`config.mk`:
```
export PLATFORM = sky130hd
export DESIGN_NAME = ordered_char_list_engine
export DESIGN_NICKNAME = d
export VERILOG_FILES = /design/src/sv/ocl_pkg.sv /design/src/sv/ocl_ram.sv /design/src/sv/ocl_dp.sv /design/src/sv/ocl_ctrl.sv /design/src/sv/ordered_char_list_engine.sv
export SDC_FILE = /design/constraint.sdc
export NUM_CORES = 1
export LEC_CHECK = 0
export ABC_AREA = 1
export BUFFER_PORTS_ARGS = -buffer_cell sky130_fd_sc_hd__buf_4
export CORE_MARGIN = 5
export CORE_UTILIZATION = 25
export DETAILED_ROUTE_END_ITERATION = 12
export SLEW_MARGIN = 20
export SYNTH_ARGS = -nofsm -noshare
export SYNTH_HDL_FRONTEND = slang
export SYNTH_SLANG_ARGS = --single-unit
```
`constraint.sdc`:
```
create_clock -name aclk -period 3.5 [get_ports aclk]
set_input_delay 0.35 -clock aclk [delete_from_list [all_inputs] [get_ports aclk]]
set_output_delay 0.35 -clock aclk [all_outputs]
set_load 0.03 [all_outputs]
```
`src/sv/ocl_pkg.sv`:
```
// ----------------------------------------------------------------------------
// Ordered character list package
// Sizes, request and status codes, and the controller/datapath interface types.
// ----------------------------------------------------------------------------
package ocl_pkg;

    localparam int DEPTH  = 16;
    localparam int ADDR_W = $clog2(DEPTH);
    localparam int CNT_W  = $clog2(DEPTH + 1);
    localparam int CHAR_W = 8;
    localparam int POS_W  = 8;
    localparam int REQ_W  = 2;
    localparam int LEN_W  = 5;
    localparam int CMP_W  = (CNT_W > POS_W) ? CNT_W : POS_W;

    localparam logic [REQ_W-1:0] REQ_APPEND = 2'd0;
    localparam logic [REQ_W-1:0] REQ_DELETE = 2'd1;
    localparam logic [REQ_W-1:0] REQ_READ   = 2'd2;

    typedef enum logic [1:0] {
        ST_OK        = 2'd0,
        ST_FULL      = 2'd1,
        ST_NOT_FOUND = 2'd2,
        ST_RANGE     = 2'd3
    } status_t;

    typedef struct packed {
        logic    capture;
        logic    append;
        logic    read_pos;
        logic    start_scan;
        logic    scan_next;
        logic    shift_step;
        logic    dec_count;
        logic    set_res;
        logic    res_use_rdata;
        status_t res_status;
        logic    load_out;
    } ocl_cmd_t;

    typedef struct packed {
        logic [REQ_W-1:0] req_type;
        logic             full;
        logic             empty;
        logic             pos_out;
        logic             match;
        logic             more;
        logic             more2;
    } ocl_stat_t;

endpackage

```
`src/sv/ocl_ram.sv`:
```
// ----------------------------------------------------------------------------
// Generic RAM
// One write port, one read port with registered read data.
// ----------------------------------------------------------------------------
module ocl_ram #(
    parameter int WIDTH = 8,
    parameter int WORDS = 16
) (
    input  logic                     aclk,
    input  logic                     we,
    input  logic [$clog2(WORDS)-1:0] waddr,
    input  logic [WIDTH-1:0]         wdata,
    input  logic [$clog2(WORDS)-1:0] raddr,
    output logic [WIDTH-1:0]         rdata
);

    logic [WIDTH-1:0] mem [WORDS];

    always_ff @(posedge aclk) begin
        if (we) begin
            mem[waddr] <= wdata;
        end
        rdata <= mem[raddr];
    end

endmodule

```
`src/sv/ocl_dp.sv`:
```
// ----------------------------------------------------------------------------
// Ordered character list datapath
// Request registers, entry count, scan index, entry RAM and result registers.
// ----------------------------------------------------------------------------
module ocl_dp (
    input  logic                      aclk,
    input  logic                      aresetn,
    input  logic [ocl_pkg::REQ_W-1:0]  req_type_in,
    input  logic [ocl_pkg::CHAR_W-1:0] char_in,
    input  logic [ocl_pkg::POS_W-1:0]  position_in,
    input  ocl_pkg::ocl_cmd_t          cmd,
    output ocl_pkg::ocl_stat_t         stat,
    output logic [1:0]                 status_out,
    output logic [ocl_pkg::CHAR_W-1:0] char_out,
    output logic [ocl_pkg::LEN_W-1:0]  length_out
);
    import ocl_pkg::*;

    logic [REQ_W-1:0]  req_reg;
    logic [CHAR_W-1:0] char_reg;
    logic [POS_W-1:0]  pos_reg;
    logic [CNT_W-1:0]  count_reg;
    logic [CNT_W-1:0]  idx_reg;
    status_t           res_status_reg;
    logic [CHAR_W-1:0] res_char_reg;
    logic [1:0]        out_status_reg;
    logic [CHAR_W-1:0] out_char_reg;
    logic [LEN_W-1:0]  out_len_reg;

    logic [CNT_W-1:0]  idx_inc;
    logic [CNT_W:0]    idx_inc2;
    logic              ram_we;
    logic [ADDR_W-1:0] ram_waddr;
    logic [ADDR_W-1:0] ram_raddr;
    logic [CHAR_W-1:0] ram_wdata;
    logic [CHAR_W-1:0] ram_rdata;

    assign idx_inc  = idx_reg + 1'b1;
    assign idx_inc2 = {1'b0, idx_inc} + 1'b1;

    always_comb begin
        ram_we    = 1'b0;
        ram_waddr = count_reg[ADDR_W-1:0];
        ram_wdata = char_reg;
        ram_raddr = idx_inc[ADDR_W-1:0];
        if (cmd.append) begin
            ram_we = 1'b1;
        end else if (cmd.shift_step) begin
            ram_we    = 1'b1;
            ram_waddr = idx_reg[ADDR_W-1:0];
            ram_wdata = ram_rdata;
            ram_raddr = idx_inc2[ADDR_W-1:0];
        end else if (cmd.read_pos) begin
            ram_raddr = pos_reg[ADDR_W-1:0];
        end else if (cmd.start_scan) begin
            ram_raddr = '0;
        end
    end

    ocl_ram #(
        .WIDTH (CHAR_W),
        .WORDS (DEPTH)
    ) u_ram (
        .aclk  (aclk),
        .we    (ram_we),
        .waddr (ram_waddr),
        .wdata (ram_wdata),
        .raddr (ram_raddr),
        .rdata (ram_rdata)
    );

    always_comb begin
        stat.req_type = req_reg;
        stat.full     = (count_reg == CNT_W'(DEPTH));
        stat.empty    = (count_reg == '0);
        stat.pos_out  = (CMP_W'(pos_reg) >= CMP_W'(count_reg));
        stat.match    = (ram_rdata == char_reg);
        stat.more     = (idx_inc < count_reg);
        stat.more2    = (idx_inc2 < {1'b0, count_reg});
    end

    always_ff @(posedge aclk) begin
        if (!aresetn) begin
            count_reg <= '0;
        end else if (cmd.append) begin
            count_reg <= count_reg + 1'b1;
        end else if (cmd.dec_count) begin
            count_reg <= count_reg - 1'b1;
        end
    end

    always_ff @(posedge aclk) begin
        if (cmd.capture) begin
            req_reg  <= req_type_in;
            char_reg <= char_in;
            pos_reg  <= position_in;
        end
        if (cmd.start_scan) begin
            idx_reg <= '0;
        end else if (cmd.scan_next || cmd.shift_step) begin
            idx_reg <= idx_inc;
        end
        if (cmd.set_res) begin
            res_status_reg <= cmd.res_status;
            res_char_reg   <= cmd.res_use_rdata ? ram_rdata : '0;
        end
        if (cmd.load_out) begin
            out_status_reg <= res_status_reg;
            out_char_reg   <= res_char_reg;
            out_len_reg    <= LEN_W'(count_reg);
        end
    end

    assign status_out = out_status_reg;
    assign char_out   = out_char_reg;
    assign length_out = out_len_reg;

`ifndef SYNTHESIS
    a_count_bound: assert property (@(posedge aclk) disable iff (!aresetn)
        count_reg <= CNT_W'(DEPTH))
        else $error("entry count above depth");
    a_append_room: assert property (@(posedge aclk) disable iff (!aresetn)
        cmd.append |-> (count_reg < CNT_W'(DEPTH)))
        else $error("append into full list");
    a_dec_nonzero: assert property (@(posedge aclk) disable iff (!aresetn)
        cmd.dec_count |-> (count_reg != '0))
        else $error("delete from empty list");
`endif

endmodule

```
`src/sv/ocl_ctrl.sv`:
```
// ----------------------------------------------------------------------------
// Ordered character list controller
// Sequences append, delete scan/shift and indexed read; owns output valid.
// ----------------------------------------------------------------------------
module ocl_ctrl (
    input  logic               aclk,
    input  logic               aresetn,
    input  logic               s_tvalid,
    output logic               s_tready,
    output logic               m_tvalid,
    input  logic               m_tready,
    input  ocl_pkg::ocl_stat_t stat,
    output ocl_pkg::ocl_cmd_t  cmd
);
    import ocl_pkg::*;

    typedef enum logic [2:0] {
        S_IDLE,
        S_DISPATCH,
        S_RD_WAIT,
        S_SCAN,
        S_SHIFT,
        S_RESULT
    } state_t;

    state_t state_reg;
    state_t state_next;
    logic   m_tvalid_reg;
    logic   m_tvalid_next;
    logic   out_free;

    assign s_tready = (state_reg == S_IDLE);
    assign m_tvalid = m_tvalid_reg;
    assign out_free = !m_tvalid_reg || m_tready;

    always_comb begin
        cmd         = '0;
        cmd.res_status = ST_OK;
        cmd.capture = s_tvalid && s_tready;
        state_next  = state_reg;
        unique case (state_reg)
            S_IDLE: begin
                if (s_tvalid) begin
                    state_next = S_DISPATCH;
                end
            end
            S_DISPATCH: begin
                state_next  = S_RESULT;
                cmd.set_res = 1'b1;
                priority if (stat.req_type == REQ_APPEND) begin
                    if (stat.full) begin
                        cmd.res_status = ST_FULL;
                    end else begin
                        cmd.append = 1'b1;
                    end
                end else if (stat.req_type == REQ_DELETE) begin
                    if (stat.empty) begin
                        cmd.res_status = ST_NOT_FOUND;
                    end else begin
                        cmd.set_res    = 1'b0;
                        cmd.start_scan = 1'b1;
                        state_next     = S_SCAN;
                    end
                end else if (stat.req_type == REQ_READ) begin
                    if (stat.pos_out) begin
                        cmd.res_status = ST_RANGE;
                    end else begin
                        cmd.set_res  = 1'b0;
                        cmd.read_pos = 1'b1;
                        state_next   = S_RD_WAIT;
                    end
                end else begin
                    cmd.res_status = ST_OK;
                end
            end
            S_RD_WAIT: begin
                cmd.set_res       = 1'b1;
                cmd.res_use_rdata = 1'b1;
                state_next        = S_RESULT;
            end
            S_SCAN: begin
                if (stat.match) begin
                    if (stat.more) begin
                        state_next = S_SHIFT;
                    end else begin
                        cmd.dec_count = 1'b1;
                        cmd.set_res   = 1'b1;
                        state_next    = S_RESULT;
                    end
                end else if (stat.more) begin
                    cmd.scan_next = 1'b1;
                end else begin
                    cmd.set_res    = 1'b1;
                    cmd.res_status = ST_NOT_FOUND;
                    state_next     = S_RESULT;
                end
            end
            S_SHIFT: begin
                cmd.shift_step = 1'b1;
                if (!stat.more2) begin
                    cmd.dec_count = 1'b1;
                    cmd.set_res   = 1'b1;
                    state_next    = S_RESULT;
                end
            end
            S_RESULT: begin
                if (out_free) begin
                    cmd.load_out = 1'b1;
                    state_next   = S_IDLE;
                end
            end
            default: state_next = S_IDLE;
        endcase
    end

    always_comb begin
        m_tvalid_next = m_tvalid_reg;
        if (cmd.load_out) begin
            m_tvalid_next = 1'b1;
        end else if (m_tready) begin
            m_tvalid_next = 1'b0;
        end
    end

    always_ff @(posedge aclk) begin
        if (!aresetn) begin
            state_reg    <= S_IDLE;
            m_tvalid_reg <= 1'b0;
        end else begin
            state_reg    <= state_next;
            m_tvalid_reg <= m_tvalid_next;
        end
    end

`ifndef SYNTHESIS
    a_load_free: assert property (@(posedge aclk) disable iff (!aresetn)
        cmd.load_out |-> (!m_tvalid || m_tready))
        else $error("result overwrote an untaken transfer");
    a_one_at_a_time: assert property (@(posedge aclk) disable iff (!aresetn)
        (s_tvalid && s_tready) |=> !s_tready)
        else $error("second request taken while busy");
    a_result_emitted: assert property (@(posedge aclk) disable iff (!aresetn)
        (state_reg == S_RESULT && !m_tvalid) |=> m_tvalid)
        else $error("pending result not presented");
`endif

endmodule

```
`src/sv/ordered_char_list_engine.sv`:
```
// ----------------------------------------------------------------------------
// Ordered character list engine
// Keeps an ordered list of up to DEPTH characters: append, delete first
// match, read at position.
//
// Request channel (s_): s_tuser carries the request type, s_tdata the
// character and the read position. One request is taken at a time; s_tready
// is high only while the engine is idle.
// Result channel (m_): one transfer per request with status, character read
// and list length after the request.
// Append, unused request types and delete on an empty list are settled in
// the dispatch step; a read waits for the registered RAM read data; a
// delete on a non-empty list scans the entries for the match and then
// shifts the tail down, all through the single read/write port pair of
// the entry RAM.
// A finished result sits in the output register; the engine takes the next
// request while it waits, and holds its next result until the receiver
// takes the previous one.
// Reset (aresetn low, synchronous) empties the list and drops m_tvalid;
// entry RAM contents are not cleared.
// ----------------------------------------------------------------------------
module ordered_char_list_engine (
    input  logic        aclk,
    input  logic        aresetn,
    input  logic        s_tvalid,
    output logic        s_tready,
    input  logic [15:0] s_tdata,   // char_in[7:0], position[15:8]
    input  logic [1:0]  s_tuser,   // req_type[1:0]
    output logic        m_tvalid,
    input  logic        m_tready,
    output logic [15:0] m_tdata    // status[1:0], char_out[9:2], length[14:10], zero[15]
);
    import ocl_pkg::*;

    ocl_cmd_t          cmd;
    ocl_stat_t         stat;
    logic [1:0]        status_out;
    logic [CHAR_W-1:0] char_out;
    logic [LEN_W-1:0]  length_out;

    ocl_ctrl u_ctrl (
        .aclk     (aclk),
        .aresetn  (aresetn),
        .s_tvalid (s_tvalid),
        .s_tready (s_tready),
        .m_tvalid (m_tvalid),
        .m_tready (m_tready),
        .stat     (stat),
        .cmd      (cmd)
    );

    ocl_dp u_dp (
        .aclk        (aclk),
        .aresetn     (aresetn),
        .req_type_in (s_tuser),
        .char_in     (s_tdata[7:0]),
        .position_in (s_tdata[15:8]),
        .cmd         (cmd),
        .stat        (stat),
        .status_out  (status_out),
        .char_out    (char_out),
        .length_out  (length_out)
    );

    assign m_tdata = {1'b0, length_out, char_out, status_out};

endmodule
```
==> metrics.txt <==
final standard cell count with taps included and fillers excluded=1419; compound-cell area share of the yosys netlist=0.0283; area of the placeable core=35600 µm²; TritonCTS clock tree=yes; total of buffers placed on input and output ports=38; type of the setup path with the least slack=flip-flop to flip-flop; cell count after synthesis=slightly below 900; top cell type's share of synthesized area=0.570; Initial Utilization=0.253; root cell of the clock tree=clkbuf_16; slowest cell on the critical path=nand3b_1; maximum number of pins on one net before global-route repair=65; clock latency on the worst-skew pair=0.43 ns; average cell area after synthesis=10.1 µm²; layout overhead on the synthesized area=16.6%; headroom to the max-slew limit=0.291; Crit path largest cell delay=0.48 ns; RSZ-0062 raised after global routing=no; cell type with the largest total area after synthesis=edfxtp_1; DIE WIDTH=around 200 µm; total number of yosys warnings=0; PD cells=939 nW/µm²; post-route DRC violation count=0; num ports=40; Max rail drop VDD=between 0.5 and 0.6 mV; Final Hold Fails=0; flip-flop and latch count after synthesis=193; global-route usage over all layers=0.108; total number of nets in the final design=986; antenna diode count=0; First DRT Iteration DRCs=approximately 460; startpoint of the worst setup timing path=u_dp.idx_reg[0]$_SDFFE_PP0P_; total chip power=between 9 and 10 mW; critical path, cell by cell=ha_1 > xnor2_1 > inv_1 > ha_1 > nand2_1 > inv_1 > o21ai_0 > nand2_1 > a41oi_1 > nor2_1 > nand3b_1; worst flop-to-flop path startpoint=u_dp.idx_reg[0]$_SDFFE_PP0P_; outcome=complete, no violations; wire length of the first global-routing pass=33100 µm; overall overflow remaining after global route=0; Hold-fix buffers, CTS=0; Setup Total Neg Slack=0 ns; transition at the pin with the smallest max-transition slack=1.06 ns; TritonCTS sink count=193; maximum clock insertion buffer count=2; dominant combinational cell family by area after synthesis=simple AND/OR/NAND/NOR gates; initial antenna violation count=0; highest net fanout along the worst path=10; Worst Min Path Start=s_tdata[14]; CTS-repair resized insts=0; number of logic stages on the critical path including buffering=11; remaining antenna violation count=0; clock skew=between 0.01 and 0.015 ns; number of distinct standard cells referenced by the synthesized netlist=39; DP HPWL=14300 µm; count of cells along the worst register-to-register path=11; kind of cell adding the most delay to the critical path=simple AND/OR/NAND/NOR gates; summed instance area of the synthesized netlist=9010 µm²; Synth top cells by count=nand2_1 (186), edfxtp_1 (171), nand3_1 (153), inv_1 (144), nor2_1 (45); Seq/Total Area, Yosys=0.619; number of CTS-inserted buffers=17; y dimension of the die=200 µm; reported leakage power=4.36 nW; via count of the routed design=6163; simple-gate share of the synthesized area=0.230; detailed-routing iteration count for the pre-antenna-repair pass=5; Cell Rows=69; Wirelength per Cell=14.8 µm; worst path bufs/invs=2; GP Congestion=0.841; highest clock frequency the design can meet=between 0.3 and 0.4 GHz; final count of negative-setup-slack endpoints=0; cell with the most instances after synthesis=nand2_1; pins over their slew limit=0; post-synth net total=930; Largest register FFs=128; die footprint=about 40000 µm²; average vias per placed instance=4.34; number of cells on the worst hold path=1; vias in the first global route=5976; share of final-layout standard cells stronger than drive strength 1=0.142; Arr. time, crit path=3.09 ns; Post-Synth Adder-Cell Area=0.0272; max cap viols=0; final clock period utilization by the worst path=0.873; number of flops mapped to enable cells by yosys=171; CP startpoint kind=flip-flop; share of the synthesized netlist area taken by xor and xnor gates=0.00958; Worst setup EP type=flip-flop; Critical Path RT=3.54 ns; Post-Place Cells=1387; count of H-tree levels built during CTS=4; post-detailed-routing wire length=~21000 µm; # Post-CTS Setup Buffers=0; share of synthesized area spent on multiplexers=0; class of the tightest hold or removal check=input pin to flip-flop; Most used DFF post-synth=edfxtp_1; clock transition at the registers of the reported paths=0.07 ns; Largest Register=u_dp.u_ram.mem; proportion of synthesized flip-flops having asynchronous set or reset=0; min Tclk post-route=3.05 ns; largest cells by area after synthesis=edfxtp_1 (57%), nand3_1 (8.5%), nand2_1 (7.7%), inv_1 (6.0%), dfxtp_1 (4.9%)
==> metrics by stage <==
step	worst slack [ns]	cell area (µm²)	utilization	hold slack (ns)
6_report	0.445	10500	0.295	0.0959
5_1_grt	0.0920	10500	0.295	0.0736
4_1_cts	0.443	10500	0.295	0.0749
3_5_place_dp	0.441	9930	0.279	0.407
3_3_place_gp	0.491	9930	0.279	0.404
2_1_floorplan	0.950	9010	-	0.400
==> layout make-up <==
cell class / instances / area [µm²]
Clock buffer: 18 / 429
Clock inverter: 14 / 143
Fill cell: 3702 / 25100
Inverter: 152 / 571
Multi-Input combinational cell: 512 / 2680
Sequential cell: 193 / 5580
Tap cell: 461 / 577
Timing Repair Buffer: 69 / 531
==> cell usage in the layout (no fill, tap or decap), types with 2 or more instances in the layout <==
cell	instances
nand3_4	2
nand3_2	9
clkinv_4	2
inv_1	144
nand4_1	7
ha_1	18
inv_8	4
clkinvlp_4	2
nand3b_1	17
inv_6	3
o21ai_0	15
nor2_1	44
clkbuf_16	17
dfxtp_1	22
edfxtp_1	171
buf_4	68
nand2_2	4
o21ai_2	3
nand2_4	2
nor3_1	3
nand4_2	2
nand3_1	153
xnor2_1	6
inv_2	8
nor2_2	3
a21oi_1	17
nand2_1	186
o21ai_1	7
xor2_1	2
==> where the power goes <==
part           leakage (nW)  switching [mW]  internal [mW]
clock network         0.277           0.877           1.00
logic                  2.34            3.22           1.42
registers              1.74           0.201           3.14
total                  4.36            4.30           5.56
==> path summary, 6_finish.rpt <==
check                                                           to  slack [ns]
worst max-delay path            u_dp.res_char_reg[5]$_SDFFCE_PN0P_        0.45
worst min-delay path                     u_dp.pos_reg[6]$_DFFE_PP_         0.1
worst max register to register  u_dp.res_char_reg[5]$_SDFFCE_PN0P_        0.45
worst min register to register          u_dp.char_out[0]$_DFFE_PP_        0.42
==> routing by layer <==
layer	wire length, µm	global-route usage	share of wire	vias to the layer above
met1	9410	0.142	0.45	2907
met3	1180	0.0208	0.056	22
li1	-	-	-	3074
met5	0	0	0	-
met4	317	0.0340	0.015	0
met2	10100	0.179	0.48	160
==> worst reg2reg max path, stage by stage (launching register included) <==
cell	delay [ns]
dfxtp_1	0.38
ha_1	0.25
xnor2_1	0.36
inv_1	0.16
ha_1	0.34
nand2_1	0.07
inv_1	0.03
o21ai_0	0.13
nand2_1	0.08
a41oi_1	0.27
nor2_1	0.11
nand3b_1	0.48
==> cell families (layout without fill, tap and decap cells) <==
family          count (synthesis)  count (layout)
fa+ha+maj                      19              19
buf+inv                       184             253
simple gates                  436             436
other cells                     1               1
compound gates                 47              47
flops                         193             193
xor+xnor                        9               9
No activity file was read; power rests on OpenSTA's default activity.
